$ cat src/rtl/adsr_pkg.sv
// ---------------------------------------------------------------------------
// adsr_pkg
// Shared types, constants and register codes of the ADSR envelope generator.
// ---------------------------------------------------------------------------
package adsr_pkg;

	// Field widths fixed by the interface
	localparam int GATE_W     = 16;
	localparam int LEN_W      = 24;
	localparam int SUS_W      = 16;
	localparam int LEVEL_O_W  = 16;
	localparam int PHASE_W    = 3;
	localparam int CFG_IDX_W  = 2;
	localparam int CFG_DATA_W = 24;

	// Defaults for the top-level parameters
	localparam int COUNT_WIDTH_DEF     = 32;
	localparam int LEVEL_FRAC_BITS_DEF = 15;

	// Register reset values
	localparam logic [LEN_W-1:0] ATTACK_RST  = 24'd441;
	localparam logic [LEN_W-1:0] DECAY_RST   = 24'd4410;
	localparam logic [SUS_W-1:0] SUSTAIN_RST = 16'd16384;
	localparam logic [LEN_W-1:0] RELEASE_RST = 24'd4410;

	// Gate value forced by a manual press
	localparam logic signed [GATE_W-1:0] GATE_FULL = 16'sh7FFF;

	// Envelope phase codes
	typedef enum logic [PHASE_W-1:0] {
		PH_IDLE    = 3'd0,
		PH_ATTACK  = 3'd1,
		PH_DECAY   = 3'd2,
		PH_SUSTAIN = 3'd3,
		PH_RELEASE = 3'd4
	} phase_t;

	// Configuration register indexes
	typedef enum logic [CFG_IDX_W-1:0] {
		CFG_ATTACK  = 2'd0,
		CFG_DECAY   = 2'd1,
		CFG_SUSTAIN = 2'd2,
		CFG_RELEASE = 2'd3
	} cfg_reg_t;

	// Sequencer states
	typedef enum logic [2:0] {
		ST_IDLE,
		ST_CHECK,
		ST_SETUP,
		ST_MUL,
		ST_DIV,
		ST_FIN
	} seq_state_t;

	// Current register settings
	typedef struct packed {
		logic [LEN_W-1:0] attack;
		logic [LEN_W-1:0] decay;
		logic [SUS_W-1:0] sustain;
		logic [LEN_W-1:0] release_len;
	} cfg_t;

endpackage

$ cat src/rtl/adsr_envelope_generator.sv
// ---------------------------------------------------------------------------
// adsr_envelope_generator
// Each input passes the check and setup states; on a ramp the level then goes
// through the serial multiplier and the serial divider, while idle, sustain or
// a finished ramp skip both. One item at a time: a new input is taken only
// after the result is registered. Reset clears phase, counter and gate
// history and loads the register defaults.
// ---------------------------------------------------------------------------
module adsr_envelope_generator #(
	parameter int COUNT_WIDTH     = adsr_pkg::COUNT_WIDTH_DEF,
	parameter int LEVEL_FRAC_BITS = adsr_pkg::LEVEL_FRAC_BITS_DEF
) (
	input  logic                              clk,
	input  logic                              arst_n,
	// input stream
	input  logic                              s_tvalid,
	output logic                              s_tready,
	input  logic [adsr_pkg::GATE_W-1:0]       s_tdata,   // [15:0] gate_sample
	input  logic                              s_tuser,   // [0] manual_press
	// result stream
	output logic                              m_tvalid,
	input  logic                              m_tready,
	output logic [adsr_pkg::LEVEL_O_W-1:0]    m_tdata,   // [15:0] envelope_level
	output logic [adsr_pkg::PHASE_W-1:0]      m_tuser,   // [2:0] phase
	// configuration writes
	input  logic                              cfg_valid,
	output logic                              cfg_ready,
	input  logic [adsr_pkg::CFG_IDX_W-1:0]    cfg_index,
	input  logic [adsr_pkg::CFG_DATA_W-1:0]   cfg_data
);
	import adsr_pkg::*;

	localparam int CW    = COUNT_WIDTH;
	localparam int F     = LEVEL_FRAC_BITS;
	localparam int LW    = F + 1;
	localparam int CMP_W = LW + SUS_W;
	localparam int PW    = LEN_W + LW;
	localparam logic [LW-1:0] LEVEL_ONE = {1'b1, {F{1'b0}}};

	cfg_t cfg;

	seq_state_t state_q, state_d;
	phase_t     phase_q;
	logic [CW-1:0]            count_q;
	logic [CW-1:0]            rstart_q;
	logic signed [GATE_W-1:0] prev_gate_q;
	logic [LW-1:0]            lvl_q;

	logic                 m_tvalid_q;
	logic [LEVEL_O_W-1:0] m_tdata_q;
	logic [PHASE_W-1:0]   m_tuser_q;

	logic in_xfer;
	logic mul_start, mul_done, div_done;
	logic lvl_load, out_load;
	logic [LW-1:0] lvl_d;

	logic signed [GATE_W-1:0] gate;
	phase_t                   edge_phase, chk_phase;
	logic [CW-1:0]            edge_count, edge_rstart, chk_count;
	logic [CW-1:0]            ad_end, rel_end;

	logic [CMP_W-1:0] sus_wide;
	logic [LW-1:0]    sus_cl;
	logic [LEN_W-1:0] ramp_len;
	logic [CW-1:0]    ramp_base;
	logic [LW-1:0]    ramp_gain;
	logic [LW-1:0]    direct_lvl;
	logic [CW-1:0]    elapsed;
	logic             saturated;
	logic             ramp_phase;
	logic [PW-1:0]    mul_prod;
	logic [F-1:0]     div_quo;
	logic [LW-1:0]    quo_ext;
	logic [LW-1:0]    ramp_lvl;
	logic [LW+LEVEL_O_W-1:0] lvl_wide;

	adsr_cfg_regs u_cfg (
		.clk       (clk),
		.arst_n    (arst_n),
		.cfg_valid (cfg_valid),
		.cfg_ready (cfg_ready),
		.cfg_index (cfg_index),
		.cfg_data  (cfg_data),
		.cfg       (cfg)
	);

	adsr_ser_mul #(
		.OPA_W (LEN_W),
		.OPB_W (LW)
	) u_mul (
		.clk     (clk),
		.arst_n  (arst_n),
		.start   (mul_start),
		.opa     (elapsed[LEN_W-1:0]),
		.opb     (ramp_gain),
		.done    (mul_done),
		.product (mul_prod)
	);

	adsr_ser_div #(
		.DEN_W (LEN_W),
		.QUO_W (F)
	) u_div (
		.clk      (clk),
		.arst_n   (arst_n),
		.start    (mul_done),
		.num      (mul_prod[PW-2:0]),
		.den      (ramp_len),
		.done     (div_done),
		.quotient (div_quo)
	);

	assign in_xfer = s_tvalid && s_tready;

	// Gate edges at the input transfer
	always_comb begin
		gate        = s_tuser ? GATE_FULL : $signed(s_tdata);
		edge_phase  = phase_q;
		edge_count  = count_q;
		edge_rstart = rstart_q;
		if ((gate > prev_gate_q) && (phase_q == PH_IDLE)) begin
			edge_count = '0;
			edge_phase = PH_ATTACK;
		end
		if (gate < prev_gate_q) begin
			edge_phase  = PH_RELEASE;
			edge_rstart = edge_count;
		end
	end

	// Phase end checks, in attack, decay, release order
	assign ad_end  = CW'(cfg.attack) + CW'(cfg.decay);
	assign rel_end = rstart_q + CW'(cfg.release_len);

	always_comb begin
		chk_phase = phase_q;
		chk_count = count_q;
		if ((chk_phase == PH_ATTACK) && (count_q == CW'(cfg.attack)))
			chk_phase = PH_DECAY;
		if ((chk_phase == PH_DECAY) && (count_q == ad_end))
			chk_phase = PH_SUSTAIN;
		if ((chk_phase == PH_RELEASE) && (count_q == rel_end)) begin
			chk_phase = PH_IDLE;
			chk_count = '0;
		end
	end

	// Ramp operands and saturated levels for the current phase
	assign sus_wide = CMP_W'(cfg.sustain);
	assign sus_cl   = (sus_wide > CMP_W'(LEVEL_ONE)) ? LEVEL_ONE : sus_wide[LW-1:0];

	always_comb begin
		ramp_len   = cfg.attack;
		ramp_base  = '0;
		ramp_gain  = LEVEL_ONE;
		direct_lvl = '0;
		ramp_phase = 1'b0;
		unique case (phase_q)
			PH_ATTACK: begin
				ramp_phase = 1'b1;
				direct_lvl = LEVEL_ONE;
			end
			PH_DECAY: begin
				ramp_len   = cfg.decay;
				ramp_base  = CW'(cfg.attack);
				ramp_gain  = LEVEL_ONE - sus_cl;
				direct_lvl = sus_cl;
				ramp_phase = 1'b1;
			end
			PH_SUSTAIN: begin
				direct_lvl = sus_cl;
			end
			PH_RELEASE: begin
				ramp_len   = cfg.release_len;
				ramp_base  = rstart_q;
				ramp_gain  = sus_cl;
				ramp_phase = 1'b1;
			end
			default: begin
				direct_lvl = '0;
			end
		endcase
	end

	assign elapsed   = count_q - ramp_base;
	assign saturated = (ramp_len == '0) || (elapsed >= CW'(ramp_len));

	// Turn the quotient into a level
	assign quo_ext = LW'(div_quo);
	always_comb begin
		unique case (phase_q)
			PH_DECAY:   ramp_lvl = LEVEL_ONE - quo_ext;
			PH_RELEASE: ramp_lvl = sus_cl - quo_ext;
			default:    ramp_lvl = quo_ext;
		endcase
	end

	// Sequencer state register
	always_ff @(posedge clk or negedge arst_n) begin
		if (!arst_n)
			state_q <= ST_IDLE;
		else
			state_q <= state_d;
	end

	// Next state and step controls
	always_comb begin
		state_d   = state_q;
		s_tready  = 1'b0;
		mul_start = 1'b0;
		lvl_load  = 1'b0;
		lvl_d     = direct_lvl;
		out_load  = 1'b0;
		unique case (state_q)
			ST_IDLE: begin
				s_tready = 1'b1;
				if (s_tvalid)
					state_d = ST_CHECK;
			end
			ST_CHECK: begin
				state_d = ST_SETUP;
			end
			ST_SETUP: begin
				if (ramp_phase && !saturated) begin
					mul_start = 1'b1;
					state_d   = ST_MUL;
				end else begin
					lvl_load = 1'b1;
					state_d  = ST_FIN;
				end
			end
			ST_MUL: begin
				if (mul_done)
					state_d = ST_DIV;
			end
			ST_DIV: begin
				if (div_done) begin
					lvl_load = 1'b1;
					lvl_d    = ramp_lvl;
					state_d  = ST_FIN;
				end
			end
			ST_FIN: begin
				if (!m_tvalid_q || m_tready) begin
					out_load = 1'b1;
					state_d  = ST_IDLE;
				end
			end
			default: begin
				state_d = ST_IDLE;
			end
		endcase
	end

	// Envelope state: edges on transfer, end checks, then advance the counter
	always_ff @(posedge clk or negedge arst_n) begin
		if (!arst_n) begin
			phase_q     <= PH_IDLE;
			count_q     <= '0;
			rstart_q    <= '0;
			prev_gate_q <= '0;
		end else if (in_xfer) begin
			phase_q     <= edge_phase;
			count_q     <= edge_count;
			rstart_q    <= edge_rstart;
			prev_gate_q <= gate;
		end else if (state_q == ST_CHECK) begin
			phase_q <= chk_phase;
			count_q <= chk_count;
		end else if ((state_q == ST_SETUP) && (phase_q != PH_IDLE)) begin
			count_q <= count_q + 1'b1;
		end
	end

	// Hold the computed level
	always_ff @(posedge clk) begin
		if (lvl_load)
			lvl_q <= lvl_d;
	end

	// Output register
	assign lvl_wide = (LW + LEVEL_O_W)'(lvl_q);

	always_ff @(posedge clk or negedge arst_n) begin
		if (!arst_n)
			m_tvalid_q <= 1'b0;
		else if (out_load)
			m_tvalid_q <= 1'b1;
		else if (m_tready)
			m_tvalid_q <= 1'b0;
	end

	always_ff @(posedge clk) begin
		if (out_load) begin
			m_tdata_q <= lvl_wide[LEVEL_O_W-1:0];
			m_tuser_q <= phase_q;
		end
	end

	assign m_tvalid = m_tvalid_q;
	assign m_tdata  = m_tdata_q;
	assign m_tuser  = m_tuser_q;

	// Level never exceeds full scale
	a_lvl_range: assert property (@(posedge clk) disable iff (!arst_n)
		lvl_load |=> (lvl_q <= LEVEL_ONE))
		else $error("envelope level above full scale");

	// Counter rests at zero while idle
	a_idle_count: assert property (@(posedge clk) disable iff (!arst_n)
		((state_q == ST_SETUP) && (phase_q == PH_IDLE)) |-> (count_q == '0))
		else $error("counter not zero in idle phase");

	// Product hand-off goes straight to the divider
	a_mul_to_div: assert property (@(posedge clk) disable iff (!arst_n)
		mul_done |=> (state_q == ST_DIV))
		else $error("multiplier finished outside ramp step");

	// Idle results carry a zero level
	a_idle_zero: assert property (@(posedge clk) disable iff (!arst_n)
		(out_load && (phase_q == PH_IDLE)) |=> (m_tdata == '0))
		else $error("nonzero level in idle phase");

endmodule

$ cat src/rtl/adsr_cfg_regs.sv
// ---------------------------------------------------------------------------
// adsr_cfg_regs
// Configuration register file: phase lengths and sustain level.
// ---------------------------------------------------------------------------
module adsr_cfg_regs (
	input  logic                              clk,
	input  logic                              arst_n,
	input  logic                              cfg_valid,
	output logic                              cfg_ready,
	input  logic [adsr_pkg::CFG_IDX_W-1:0]    cfg_index,
	input  logic [adsr_pkg::CFG_DATA_W-1:0]   cfg_data,
	output adsr_pkg::cfg_t                    cfg
);
	import adsr_pkg::*;

	cfg_t     cfg_q;
	cfg_reg_t reg_sel;

	assign cfg_ready = 1'b1;
	assign reg_sel   = cfg_reg_t'(cfg_index);
	assign cfg       = cfg_q;

	// Update the addressed register on each transfer
	always_ff @(posedge clk or negedge arst_n) begin
		if (!arst_n) begin
			cfg_q.attack      <= ATTACK_RST;
			cfg_q.decay       <= DECAY_RST;
			cfg_q.sustain     <= SUSTAIN_RST;
			cfg_q.release_len <= RELEASE_RST;
		end else if (cfg_valid && cfg_ready) begin
			unique case (reg_sel)
				CFG_ATTACK:  cfg_q.attack      <= cfg_data[LEN_W-1:0];
				CFG_DECAY:   cfg_q.decay       <= cfg_data[LEN_W-1:0];
				CFG_SUSTAIN: cfg_q.sustain     <= cfg_data[SUS_W-1:0];
				CFG_RELEASE: cfg_q.release_len <= cfg_data[LEN_W-1:0];
			endcase
		end
	end

endmodule

$ cat src/rtl/adsr_ser_mul.sv
// ---------------------------------------------------------------------------
// adsr_ser_mul
// Bit-serial shift-add multiplier, one multiplier bit per cycle.
// ---------------------------------------------------------------------------
module adsr_ser_mul #(
	parameter int OPA_W = 24,
	parameter int OPB_W = 16
) (
	input  logic                     clk,
	input  logic                     arst_n,
	input  logic                     start,
	input  logic [OPA_W-1:0]         opa,
	input  logic [OPB_W-1:0]         opb,
	output logic                     done,
	output logic [OPA_W+OPB_W-1:0]   product
);
	localparam int PW    = OPA_W + OPB_W;
	localparam int CNT_W = $clog2(OPB_W + 1);

	logic [PW-1:0]    prod_q;
	logic [OPA_W-1:0] opa_q;
	logic [CNT_W-1:0] cnt_q;
	logic             busy_q;
	logic             done_q;
	logic [OPA_W:0]   sum;

	// Add the multiplicand into the upper half when the low bit is set
	assign sum = {1'b0, prod_q[PW-1:OPB_W]} + (prod_q[0] ? {1'b0, opa_q} : '0);

	assign done    = done_q;
	assign product = prod_q;

	// Hold operands, shift the partial product right each step
	always_ff @(posedge clk) begin
		if (start) begin
			prod_q <= PW'(opb);
			opa_q  <= opa;
		end else if (busy_q) begin
			prod_q <= {sum, prod_q[OPB_W-1:1]};
		end
	end

	// Count the steps
	always_ff @(posedge clk or negedge arst_n) begin
		if (!arst_n) begin
			busy_q <= 1'b0;
			cnt_q  <= '0;
			done_q <= 1'b0;
		end else if (start) begin
			busy_q <= 1'b1;
			cnt_q  <= CNT_W'(OPB_W);
			done_q <= 1'b0;
		end else if (busy_q) begin
			cnt_q <= cnt_q - 1'b1;
			if (cnt_q == CNT_W'(1)) begin
				busy_q <= 1'b0;
				done_q <= 1'b1;
			end
		end else begin
			done_q <= 1'b0;
		end
	end

endmodule

$ cat src/rtl/adsr_ser_div.sv
// ---------------------------------------------------------------------------
// adsr_ser_div
// Restoring divider, one quotient bit per cycle. The caller guarantees that
// the quotient fits in QUO_W bits.
// ---------------------------------------------------------------------------
module adsr_ser_div #(
	parameter int DEN_W = 24,
	parameter int QUO_W = 15
) (
	input  logic                     clk,
	input  logic                     arst_n,
	input  logic                     start,
	input  logic [DEN_W+QUO_W-1:0]   num,
	input  logic [DEN_W-1:0]         den,
	output logic                     done,
	output logic [QUO_W-1:0]         quotient
);
	localparam int CNT_W = $clog2(QUO_W + 1);

	logic [DEN_W-1:0] rem_q;
	logic [QUO_W-1:0] quo_q;
	logic [DEN_W-1:0] den_q;
	logic [CNT_W-1:0] cnt_q;
	logic             busy_q;
	logic             done_q;
	logic [DEN_W:0]   trial;
	logic [DEN_W:0]   diff;
	logic             fits;

	// Bring down the next dividend bit and try the subtract
	assign trial = {rem_q, quo_q[QUO_W-1]};
	assign diff  = trial - {1'b0, den_q};
	assign fits  = (trial >= {1'b0, den_q});

	assign done     = done_q;
	assign quotient = quo_q;

	// Shift quotient bits in from the bottom as dividend bits leave the top
	always_ff @(posedge clk) begin
		if (start) begin
			rem_q <= num[DEN_W+QUO_W-1:QUO_W];
			quo_q <= num[QUO_W-1:0];
			den_q <= den;
		end else if (busy_q) begin
			rem_q <= fits ? diff[DEN_W-1:0] : trial[DEN_W-1:0];
			quo_q <= {quo_q[QUO_W-2:0], fits};
		end
	end

	// Count the steps
	always_ff @(posedge clk or negedge arst_n) begin
		if (!arst_n) begin
			busy_q <= 1'b0;
			cnt_q  <= '0;
			done_q <= 1'b0;
		end else if (start) begin
			busy_q <= 1'b1;
			cnt_q  <= CNT_W'(QUO_W);
			done_q <= 1'b0;
		end else if (busy_q) begin
			cnt_q <= cnt_q - 1'b1;
			if (cnt_q == CNT_W'(1)) begin
				busy_q <= 1'b0;
				done_q <= 1'b1;
			end
		end else begin
			done_q <= 1'b0;
		end
	end

endmodule

$ cat config.mk
export PLATFORM = sky130hd
export DESIGN_NAME = adsr_envelope_generator
export DESIGN_NICKNAME = d
export VERILOG_FILES = /design/src/rtl/adsr_pkg.sv /design/src/rtl/adsr_envelope_generator.sv /design/src/rtl/adsr_cfg_regs.sv /design/src/rtl/adsr_ser_mul.sv /design/src/rtl/adsr_ser_div.sv
export SDC_FILE = /design/constraint.sdc
export NUM_CORES = 1
export LEC_CHECK = 0
export BUFFER_PORTS_ARGS = -buffer_cell sky130_fd_sc_hd__buf_2
export CAP_MARGIN = 30
export CORE_MARGIN = 1.5
export CORE_UTILIZATION = 53
export DETAILED_ROUTE_END_ITERATION = 6
export GPL_TIMING_DRIVEN = 0
export MAX_ROUTING_LAYER = met4
export PLACE_DENSITY = 0.75
export SYNTH_ARGS = -nofsm -noshare
export SYNTH_HDL_FRONTEND = slang
export SYNTH_SLANG_ARGS = --single-unit
$ cat constraint.sdc
create_clock -name clk -period 7.1 [get_ports clk]
set_input_delay 0.355 -clock clk [delete_from_list [all_inputs] [get_ports clk]]
set_output_delay 0.355 -clock clk [all_outputs]
set_load 0.01 [all_outputs]
==> After elaboration in Yosys (flattened, before gate mapping) <==
Index checks and enable logic that the tools add are counted.
{ "word_totals": {"regBits": 350, "input_bits": 48, "output_inout_bits": 22, "elab_cells": 161} }
{ "op_classes": {"add_sub_neg": 11, "order_cmp": 5, "eq_ne": 27, "mux": 62, "reduce_logical": 31} }
{ "ops": {"columns": ["operator", "count"], "rows": [
  ["$mux 32", 5],
  ["$mux 16", 6],
  ["$mux 24", 4],
  ["$pmux 16 s2", 3],
  ["$pmux 32 s2", 1],
  ["$add 24x24->25", 2],
  ["$pmux 24 s2", 1],
  ["$mux 3", 12],
  ["$add 32x1->32 const B", 1],
  ["$add 32x24->32", 1],
  ["$eq 32x24->1", 1],
  ["$eq 32x25->1", 1],
  ["$eq 32x32->1", 1],
  ["$ge 32x24->1", 1],
  ["$sub 32x32->32", 1],
  ["$mux 15", 2],
  ["$ge 25x24->1", 1],
  ["$logic_not 24->1", 1],
  ["$sub 24x24->24", 1],
  ["$mux 1", 22],
  ["$pmux 3 s6", 1],
  ["$gt 16x16->1", 1],
  ["$gt 16x16->1 const B", 1],
  ["$lt 16x16->1", 1],
  ["other kinds (30)", 64]
]} }

==> Depth between registers and ports, before layout <==
Gate-level depths: netlist (run 1).
{ "logic_depth": {"depth_word": 11, "ltp_mapped": 31} }

==> Cells and area by module <==
A second synthesis (run 1) with hierarchy kept.
{ "unflattened": {"cells_unflattened": 2856, "area_unflattened_um2": 26200.1} }
{ "by_module_without_submodules": {"columns": ["module", "instances", "cells_each", "area_per_inst_um2"], "rows": [
  ["adsr_envelope_generator", 1, 1914, 14642.8],
  ["adsr_ser_div", 1, 399, 4344.2],
  ["adsr_ser_mul", 1, 354, 3865.0],
  ["adsr_cfg_regs", 1, 189, 3348.2]
]} }

==> Least setup slack after synthesis (run 1) <==
Ideal clock, no wire load.
{ "synth_path": {"path_type": "reg2reg", "start": "reg phase_q[1]", "end": "reg u_mul.opa_q[0], enable pin", "setup_time_ns": 0.405, "t_arrival_ns": 6.904, "t_required_ns": 6.695, "slack_ns": -0.209, "stages_incl_launch_ff": 28, "n_path_buf": 3, "synth_period_minus_slack_ns": 7.309, "path_cell_list": "dfrtp_1 > clkbuf_1 > nand2b_1 > nor2_1 > clkbuf_1 > clkbuf_1 > a22oi_1 > ha_1 > nand3_1 > nand2_1 > or4_1 > o221ai_2 > nand2_1 > a21o_1 > a21o_1 > nand2_1 > o21ai_0 > xor2_1 > ha_1 > a21o_1 > a21o_1 > a21oi_1 > nor2_1 > a2111oi_0 > nand2_1 > or4_1 > or4_1 > nor2_1"} }
{ "synth_via": {"elab_chain_len": 9, "elab_cells_between_ends": 15, "classes_between": "1 x add/sub; 1 x order compare; 3 x eq/ne; 5 x mux; 5 x reduce/logical"} }
{ "synth_rtl": {"columns": ["element", "line", "source"], "rows": [
  ["start: declaration", "adsr_envelope_generator.sv:43", "phase_t phase_q;"],
  ["start signal: assignment", "adsr_envelope_generator.sv:264", "phase_q <= edge_phase;"],
  ["start signal: assignment", "adsr_envelope_generator.sv:269", "phase_q <= chk_phase;"],
  ["$eq 3x3->1 or $eq 3x2->1 (tied branches)", "adsr_envelope_generator.sv:159", "unique case (phase_q)"],
  ["$pmux 32 s2 *", "adsr_envelope_generator.sv:159", null],
  ["$sub 32x32->32 *", "adsr_envelope_generator.sv:186", "assign elapsed = count_q - ramp_base;"],
  ["via elapsed[17]", "adsr_envelope_generator.sv:69", "logic [CW-1:0] elapsed;"],
  ["$ge 32x24->1 *", "adsr_envelope_generator.sv:187", "assign saturated = (ramp_len == '0) || (elapsed >= CW'(ramp_len));"],
  ["$logic_or 1x1->1 *", "adsr_envelope_generator.sv:187", null],
  ["$logic_not 1->1 *", "adsr_envelope_generator.sv:225", "if (ramp_phase && !saturated) begin"],
  ["$logic_and 1x1->1 *", "adsr_envelope_generator.sv:225", null],
  ["$mux 1 *", "adsr_envelope_generator.sv:225", null],
  ["$mux 1 *", "adsr_envelope_generator.sv:215", "unique case (state_q)"],
  ["end signal: assignment", "adsr_ser_mul.sv:37", "opa_q <= opa;"],
  ["end: declaration", "adsr_ser_mul.sv:21", "logic [OPA_W-1:0] opa_q;"]
]} }
Mark *: on every way through the listed nets, which the timed path passes. The rest lies on a longest branch.
A chain may end at the register's enable or synchronous reset.

==> Final worst setup path (run 1) <==
{ "layout_path": {"start": "reg phase_q[1]", "end": "reg u_mul.prod_q[2] (netlist: u_mul.product[2]), data pin"} }
{ "layout_via": {"elab_chain_len": 10, "elab_cells_between_ends": 17, "classes_between": "1 x add/sub; 1 x order compare; 3 x eq/ne; 7 x mux; 5 x reduce/logical"} }
{ "layout_rtl": {"columns": ["element", "line", "source"], "rows": [
  ["$eq 3x3->1 or $eq 3x2->1 (tied branches)", "adsr_envelope_generator.sv:159", null],
  ["$pmux 32 s2 *", "adsr_envelope_generator.sv:159", null],
  ["$sub 32x32->32 *", "adsr_envelope_generator.sv:186", null],
  ["via elapsed[17]", "adsr_envelope_generator.sv:69", null],
  ["$ge 32x24->1 *", "adsr_envelope_generator.sv:187", null],
  ["$logic_or 1x1->1 *", "adsr_envelope_generator.sv:187", null],
  ["$logic_not 1->1 *", "adsr_envelope_generator.sv:225", null],
  ["$logic_and 1x1->1 *", "adsr_envelope_generator.sv:225", null],
  ["$mux 1 *", "adsr_envelope_generator.sv:225", null],
  ["$mux 1 *", "adsr_envelope_generator.sv:215", null],
  ["$mux 16 *", "adsr_ser_mul.sv:35", "if (start) begin"],
  ["end signal: assignment", "adsr_ser_mul.sv:36", "prod_q <= PW'(opb);"],
  ["end signal: assignment", "adsr_ser_mul.sv:39", "prod_q <= {sum, prod_q[OPB_W-1:1]};"],
  ["end: declaration", "adsr_ser_mul.sv:20", "logic [PW-1:0] prod_q;"]
]} }
Marked as above.

==> results of run 1 <==
[state kept, by name, summed over array words and instances, names as in the netlist, 3 cells and up]
signal	flops
u_cfg.cfg	88
u_mul.product	40
count_q	32
rstart_q	32
u_div.den_q	24
u_div.rem_q	24
u_mul.opa_q	24
lvl_q	16
m_tdata	16
prev_gate_q	16
u_div.quotient	15
u_mul.cnt_q	5
u_div.cnt_q	4
m_tuser	3
phase_q	3
state_q	3
[per-layer routing]
| layer | GRT usage, % | part of all wire, % | routed length, um | vias to the layer above |
|---|---|---|---|---|
| met4 | 16.4 | 5.1 | 4620 | 0 |
| li1 | - | - | - | 10838 |
| met5 | - | 0 | 0 | - |
| met3 | 5.39 | 7.4 | 6680 | 251 |
| met2 | 56.8 | 45 | 40900 | 1148 |
| met1 | 47.9 | 42 | 38000 | 11461 |
[metrics by stage]
step | instance area, um2 | hold WS, ns | utilization, %
6_report | 29000 | 0.0502 | 60.3
5_1_grt | 29000 | 0.0502 | 60.3
4_1_cts | 28800 | 0.0425 | 60.0
3_5_place_dp | 27100 | 0.380 | 56.5
3_3_place_gp | 27000 | 0.401 | 56.3
2_1_floorplan | 25900 | 0.0594 | -
[area by class of cell]
cell class / instances / share of cell area [%]
inverters: 124 / 1.61
repair buffers: 90 / 2.02
flip-flops and latches: 350 / 32.3
multi-input cells: 2246 / 53.7
clock inverters: 27 / 1.37
plain buffers: 159 / 2.53
clock buffers: 47 / 3.80
well taps: 615 / 2.66
[cell usage in the layout (no fill, tap or decap), drive strengths merged, types with 15 or more instances in the layout]
master,count
nor2,287
nand2,225
a21oi,210
o21ai,191
ha,188
dfrtp,169
clkbuf,167
edfxtp,138
mux2,133
buf,128
inv,126
xnor2,102
xor2,78
nand3,73
a21o,58
nor3,53
nand4,42
and2,42
and3,40
mux2i,40
o211ai,37
o21a,30
nor2b,26
o221ai,26
a22oi,25
or2,24
dfxtp,24
a31oi,21
a211oi,20
nor4,20
nand2b,20
dfstp,19
o311ai,18
o22ai,16
clkinv,15
[timing repair]
| action | CTS | global route |
|---|---|---|
| hold buffers | 1 | 0 |
| endpoints found under the hold margin | 63 | 0 |
| buffers inserted | 7 | 5 |
| endpoints found under the setup margin | 105 | 102 |
| pin swaps | 6 | 10 |
| resized for setup | 36 | 16 |
| gates cloned | 1 | 0 |
[worst max path at each step]
stage                                       from                           to  cells after the start
final                     phase_q[1]$_DFFE_PN0P_   u_mul.product[2]$_DFFE_PP_                     30
after global routing      phase_q[1]$_DFFE_PN0P_  u_mul.product[12]$_DFFE_PP_                     30
after CTS                 phase_q[2]$_DFFE_PN0P_   u_mul.product[8]$_DFFE_PP_                     30
after detailed placement  phase_q[1]$_DFFE_PN0P_           lvl_q[8]$_DFFE_PP_                     29
after global placement    phase_q[1]$_DFFE_PN0P_  u_mul.product[10]$_DFFE_PP_                     27
after floorplan           phase_q[1]$_DFFE_PN0P_   u_mul.product[0]$_DFFE_PP_                     27
[worst register-to-register path, delay by kind of cell, from the launching register on]
kind | cells | cell delay [ns]
AO/OA/AOI/OAI | 9 | 1.61
AND/OR/NAND/NOR | 12 | 2.27
flip-flops | 1 | 0.45
adder cells (fa/ha/maj) | 2 | 0.71
XOR/XNOR | 1 | 0.25
multiplexers | 1 | 0.34
buffers and inverters | 5 | 0.94
[cells by family after synthesis]
logic type,after synthesis,share of synthesized area [%]
and+or+nand+nor,905,16.7
AOI/OAI and AO/OA,791,19.8
DFF,350,36.1
buffers and inverters,284,4.41
adders and majority gates,194,9.54
xor gates and xnor gates,180,6.08
muxes,174,7.41
other,1,0.0145
[power by group]
part           internal, mW  switching [mW]  total, mW
combinational          2.82            4.73       7.54
sequential             2.70           0.543       3.24
clock                  1.45           0.932       2.38
==> summary.md, run 1 <==
- Commonest cells post-synth: 286 x sky130_fd_sc_hd__nor2_1, 225 x sky130_fd_sc_hd__nand2_1, 209 x sky130_fd_sc_hd__a21oi_1
- run status: finished, violations left
- worst rel slew slack: 31.3%
- failing checks: DRC
- Post-Synthesis Cells: 2879
- fraction of layout cells with a size suffix above 1: 13.5%
- transition time at the pin with the least slew margin: 1.02 ns
- nature of the critical path endpoint: register
- terminating pin of the worst hold path: u_cfg.cfg[57]$_DFFE_PN0P_
- fraction of synthesis flops using an asynchronous set or reset pin: 53.7%
- horizontal die dimension: 224 um
- FF-to-FF path depth: 30
- total power: 13.2 mW
- launch instance of the worst register-to-register path: phase_q[1]$_DFFE_PN0P_
- filler instances: 4187
- clock buffers created by TritonCTS: 41
- port buffer count: 68
- # rows: 80
- critical setup path kind: reg -> reg
- area of the die: 50200 um2
- top area cells in the synthesized netlist: sky130_fd_sc_hd__dfrtp_1 16%, sky130_fd_sc_hd__edfxtp_1 16%, sky130_fd_sc_hd__ha_1 9.1%
- antenna-violating nets left: 0
- maximum fanout along the worst path: 10
- CP startpoint kind: register
- average wire per cell in the routed design: 24.7 um
- DRC: 5
- sequential cell area: 9350 um2
- portion of the clock cycle consumed by the worst path in the final layout: 96.0%
- post-layout minimum cycle time: 6.82 ns
- Detailed Routing Iterations Pass 1: 7
- Clock Pin Slew Worst Setup and Hold Paths: 0.06 ns
- vias in the first global route: 22381
- total number of H-tree levels: 2
- count of pins on the block boundary: 70
- share of the synthesized area in the top cell type: 16.3%
- final worst clock skew: 0.0189 ns
- net count of the finished layout: 3254
- die height: 224 um
- class of the worst hold path: in -> reg
- Final GP Congestion: 1.08
- buffer type at the clock tree root: sky130_fd_sc_hd__clkbuf_16
- placed wire-length estimate: 69.9 mm
- Max Buffers Root-to-Sink: 3
- slowest stage delay, CP: 0.45 ns
- WP data required: 7.42 ns
- # clock sinks: 350
- pin count of the biggest net entering global routing: 113
- count of vias placed by the detailed router: 23698
- peak supply drop: 222 uV
- warning count from the yosys run: 0
- total setup violations reported at the end of the flow: 0
- worst-skew pair later-pin latency: 0.58 ns
- Iter 0 DRT Violations: 2398
- post-place setup slack: -2.12 ns
- critical path arrival: 7.14 ns
- non-filler instance count after layout: 3658
- GRT Overall Usage: 36.7%
- CTS tree: built
- Final Max Slew Viols: 0
- Buf/Inv on CP: 5
- Ant. Diodes: 0
- Cell Pwr Density: 455 nW/um2
- leakage power: 12.0 nW
- Initial Utilization: 54.0%
- net count after synthesis: 3121
- Hold Path Origin: cfg_data[17]
- area grow syn2layout: 11.8%
- Maximum Capacitance Violations: 0
- library cell appearing most often on the critical path: sky130_fd_sc_hd__a21o_1
- Hold Fails Final Rpt: 0
- number of flops mapped to enable cells by yosys: 138
- primary flip-flop cell chosen by synthesis mapping: sky130_fd_sc_hd__dfrtp_1
- worst hold path cell count: 2
- Crit-path slowest cell: sky130_fd_sc_hd__dfrtp_2
- aggregate routed wire length: 90.2 mm
- placeable core region: 48000 um2
- netlist area before placement: 25900 um2
- Critical R2R Capture: u_mul.product[2]$_DFFE_PP_
- sequential-to-total area share from yosys stat: 36.1%
- Post-Synthesis Mean Instance Area: 9.00 um2
- initial antenna violation count: 0
- Post-Place Cells: 3569
- combined area of the multi-input logic cells: 15600 um2
- most frequent cell after synthesis: sky130_fd_sc_hd__nor2_1
- final worst setup slack: 0.281 ns
- count of different cell masters after synthesis: 89
- Total Negative Setup Slacks: 0 ns
- minimum setup slack among reg-to-reg paths: 0.28 ns
- cell type with the largest total area after synthesis: sky130_fd_sc_hd__dfrtp_1
- kind of cell adding the most delay to the critical path: simple AND/OR/NAND/NOR gates
- via-per-instance ratio: 6.48
- GRT overflow: 0
- first-pass GRT wire length: 136 mm
- Fmax: 147 MHz
- register bit count reported by yosys: 350
(Power assumes the default switching activity.)
==> inputs of run 2 (changes only) <==
CTS_BUF_LIST = sky130_fd_sc_hd__clkbuf_4 sky130_fd_sc_hd__clkbuf_8 sky130_fd_sc_hd__clkbuf_16   (was unset)
PLACE_DENSITY = 0.72   (was 0.75)
SYNTH_HIERARCHICAL = 1   (was unset)
clock period = 6.55 ns   (was 7.1 ns; I/O delays follow)
==> run 2 against run 1 <==
The flow now finishes without violations; combinational power rose by 22%; area after synthesis rose by 1.1%; worst setup slack got worse by 0.21 ns; utilization rose by 0.76 points; power rose by 15%; largest power group unchanged; highest routed layer unchanged.
==> summary.md, run 2 <==
- fraction of synthesis flops using an asynchronous set or reset pin: 53.7%, unchanged
- buffer type at the clock tree root: sky130_fd_sc_hd__clkbuf_16, unchanged
- Hold Fails Final Rpt: 0, unchanged
- CP startpoint kind: register, unchanged
- net count of the finished layout: 3298, was 3254
- switching power: 6.97 mW, was 6.20 mW
- aggregate routed wire length: 91.2 mm, was 90.2 mm
- Most Used Layer, Global Route: met2, unchanged
- Crit-path slowest cell: sky130_fd_sc_hd__dfrtp_2, unchanged
- die height: 225 um, was 224 um
- register share of total power: 24.0%, was 24.6%
- Clock Pin Slew Worst Setup and Hold Paths: 0.06 ns, about the same
- Ant. Diodes: 0, unchanged
- register bit count reported by yosys: 350, unchanged
- number of flops mapped to enable cells by yosys: 138, unchanged
- Cell Pwr Density: 507 nW/um2, was 455 nW/um2
- maximum fanout along the worst path: 7, was 10
- utilization of the core after routing: 61.1%, was 60.3%
- number of gates on the worst path with buffers counted: 30, unchanged
- netlist area before placement: 26200 um2, was 25900 um2
- critical setup path kind: reg -> reg, unchanged
- WP data required: 6.84 ns, was 7.42 ns
- Fmax: 154 MHz, was 147 MHz
- cell type with the largest total area after synthesis: sky130_fd_sc_hd__dfrtp_1, unchanged
- cell area after layout: 29800 um2, was 29000 um2
- clock buffers created by TritonCTS: 40, was 41
- placed wire-length estimate: 70.1 mm, was 69.9 mm
- Detailed Routing Iterations Pass 1: 6, was 7
- Post-Synthesis Mean Instance Area: 9.17 um2, was 9.00 um2
- setup repair after global routing missed its margin: true
- total setup violations reported at the end of the flow: 0, unchanged
- final worst clock skew: 0.0211 ns, was 0.0189 ns
- primary flip-flop cell chosen by synthesis mapping: sky130_fd_sc_hd__dfrtp_1, unchanged
- Initial Utilization: 53.6%, was 54.0%
- Buf/Inv on CP: 8, was 5
- transition time at the pin with the least slew margin: 0.981 ns, was 1.02 ns
- FF-to-FF path depth: 30, unchanged
- via-per-instance ratio: 6.28, was 6.48
- Max Buffers Root-to-Sink: 3, unchanged
- kind of cell adding the most delay to the critical path: compound AO/OA/AOI/OAI gates, was simple AND/OR/NAND/NOR gates
- final worst setup slack: 0.0739 ns, was 0.281 ns
- worst hold path cell count: 3, was 2
- peak supply drop: 249 uV, was 222 uV
- fraction of layout cells with a size suffix above 1: 18.2%, was 13.5%
- sequential-to-total area share from yosys stat: 35.7%, was 36.1%
- Iter 0 DRT Violations: 2115, was 2398
- CTS tree: built, unchanged
- average wire per cell in the routed design: 24.3 um, was 24.7 um
- leakage power: 12.5 nW, was 12.0 nW
- run status: completed, was finished, violations left
- count of different cell masters after synthesis: 114, was 89
- net count after synthesis: 3098, was 3121
- leading cell types in the layout, fill and taps excluded: 231 x sky130_fd_sc_hd__nor2_1, 214 x sky130_fd_sc_hd__nand2_1, 204 x sky130_fd_sc_hd__a21oi_1, was 282 x sky130_fd_sc_hd__nor2_1, 224 x sky130_fd_sc_hd__nand2_1, 206 x sky130_fd_sc_hd__a21oi_1
- Final Max Slew Viols: 0, unchanged
- most frequent standard cell in the layout excluding fill and tap cells: sky130_fd_sc_hd__nor2_1, unchanged
- horizontal die dimension: 225 um, was 224 um
- Maximum Capacitance Violations: 0, unchanged
- count of pins on the block boundary: 70, unchanged
- vias in the first global route: 22464, was 22381
- nature of the critical path endpoint: register, unchanged
- Final GP Congestion: 1.02, was 1.08
- critical path arrival: 6.76 ns, was 7.14 ns
- Largest register FFs: 88, unchanged
- Post-Synthesis Cells: 2856, was 2879
- initial antenna violation count: 0, unchanged
- post-layout minimum cycle time: 6.48 ns, was 6.82 ns
- area grow syn2layout: 13.9%, was 11.8%
- port buffer count: 68, unchanged
- placeable core region: 48800 um2, was 48000 um2
- Switching Share: 46.1%, was 47.1%
- cell area after placement: 27600 um2, was 27100 um2
- most frequent cell after synthesis: sky130_fd_sc_hd__nor2_1, unchanged
- worst-skew pair later-pin latency: 0.58 ns, about the same
- portion of the clock cycle consumed by the worst path in the final layout: 98.9%, was 96.0%
- global routing usage on met2: 56.8%, about the same
- DRC: 0, was 5
- # rows: 81, was 80
- post-place setup slack: -2.19 ns, was -2.12 ns
- Commonest cells post-synth: 233 x sky130_fd_sc_hd__nor2_1, 214 x sky130_fd_sc_hd__nand2_1, 207 x sky130_fd_sc_hd__a21oi_1, was 286 x sky130_fd_sc_hd__nor2_1, 225 x sky130_fd_sc_hd__nand2_1, 209 x sky130_fd_sc_hd__a21oi_1
- pin count of the biggest net entering global routing: 104, was 113
- total number of H-tree levels: 2, unchanged
- area of the die: 50800 um2, was 50200 um2
- antenna-violating nets left: 0, unchanged
- share of the synthesized area in the top cell type: 16.1%, was 16.3%
- met1 Usage GRT: 46.6%, was 47.9%
- GRT Overall Usage: 36.8%, was 36.7%
- met3 track demand over resource: 5.19%, was 5.39%
- # clock sinks: 350, unchanged
- clock power share: 15.0%, was 18.1%
- count of vias placed by the detailed router: 23560, was 23698
- worst rel slew slack: 34.6%, was 31.3%
- Internal: 8.15 mW, was 6.97 mW
- slowest stage delay, CP: 0.47 ns, was 0.45 ns
- total power: 15.1 mW, was 13.2 mW
- combinational cell fraction of total power: 61.1%, was 57.3%
- warning count from the yosys run: 6, was 0
- GRT overflow: 0, unchanged
- class of the worst hold path: in -> reg, unchanged
- filler instances: 4243, was 4187
- top area cells in the synthesized netlist: sky130_fd_sc_hd__dfrtp_1 16%, sky130_fd_sc_hd__edfxtp_1 16%, sky130_fd_sc_hd__ha_1 9.0%, was sky130_fd_sc_hd__dfrtp_1 16%, sky130_fd_sc_hd__edfxtp_1 16%, sky130_fd_sc_hd__ha_1 9.1%
- first-pass GRT wire length: 136 mm, about the same
==> run 2: changes by cell type in the layout (fill, tap and decap cells not counted), sizes merged, moves of 11 or more <==
cell,change
buf,+81
nor2,-53
mux2,+39
mux2i,-22
nor4,+16
o311ai,-15
o21ai,+14
nand3,-13
nand2,-11
==> run 2: worst paths after layout <==
path / to / slack [ns] / startpoint
worst max-delay path: u_mul/product[14]$_DFFE_PP_ / 0.07 / phase_q[1]$_DFFE_PN0P_
worst min-delay path: prev_gate_q[0]$_DFFE_PN0P_ / 0.03 / s_tdata[0]
worst max register to register: u_mul/product[14]$_DFFE_PP_ / 0.07 / phase_q[1]$_DFFE_PN0P_
worst min register to register: m_tdata[1]$_DFFE_PP_ / 0.42 / lvl_q[1]$_DFFE_PP_
max in group asynchronous: u_cfg/cfg[24]$_DFFE_PN0P_ / 5.12 / arst_n
min in group asynchronous: u_mul/done$_DFFE_PN0P_ / 0.33 / arst_n
==> run 2: worst register-to-register path, delay by kind of cell (launching register included) <==
family	cells	cell delay (ns)
DFF	1	0.47
AOI/OAI and AO/OA	10	2.20
and+or+nand+nor	8	1.22
xor gates and xnor gates	1	0.17
buffers and inverters	8	1.18
adders and majority gates	3	0.94
==> run 2: metrics by stage <==
step           TNS (ns)  hold WS [ns]  cells
5_1_grt           -4.21        0.0348   3749
4_1_cts          -0.116        0.0183   3730
6_report              0        0.0254   3749
2_1_floorplan     -6.97        0.0319   2856
3_5_place_dp    -166.31         0.384   3595
3_3_place_gp    -225.63         0.401   3588
==> run 2: repair_timing <==
| item | CTS | global route |
|---|---|---|
| setup buffers | 66 | 20 |
| cloned | 1 | 2 |
| pin swaps | 12 | 23 |
| hold buffers | 1 | 0 |
| gates resized for setup | 44 | 17 |
| endpoints found under the hold margin | 85 | 0 |
| endpoints found under the setup margin | 105 | 94 |
==> run 2: layout make-up <==
| type | instances | area [um2] | share of cell area, % |
|---|---|---|---|
| inverters | 122 | 465 | 1.56 |
| repair buffers | 162 | 1180 | 3.96 |
| multi-input cells | 2227 | 15900 | 53.1 |
| clock inverters | 16 | 155 | 0.520 |
| clock buffers | 55 | 1150 | 3.85 |
| flip-flops and latches | 350 | 9360 | 31.4 |
| well taps | 664 | 831 | 2.79 |
| plain buffers | 153 | 838 | 2.81 |
==> run 2: per-layer routing <==
metal  part of all wire, %  vias up  routed length, um
li1                      -    10932                  -
met1                    42    11344              38400
met2                    45     1017              40700
met3                   6.5      267               5930
met4                   6.6        0               6060
met5                     0        -                  0
==> run 2: cells by family (layout without fill, tap and decap cells) <==
logic type	after synthesis	in the layout	share of synthesized area, %
fa+ha+maj	194	194	9.44
flops	350	350	35.7
mux	190	190	8.08
xor+xnor	171	171	5.72
buf+inv	279	508	4.46
simple gates	864	864	16.5
other cells	1	1	0.0143
compound gates	807	807	20.1
==> run 2: power by group through the flow <==
stage	combinational, mW	clock, mW	sequential (mW)
after floorplan	5.84	0	3.28
after global placement	7.71	0	3.61
after detailed placement	7.89	0	3.62
after CTS	8.77	2.29	3.58
after global routing	9.96	2.37	3.64
final	9.23	2.27	3.62
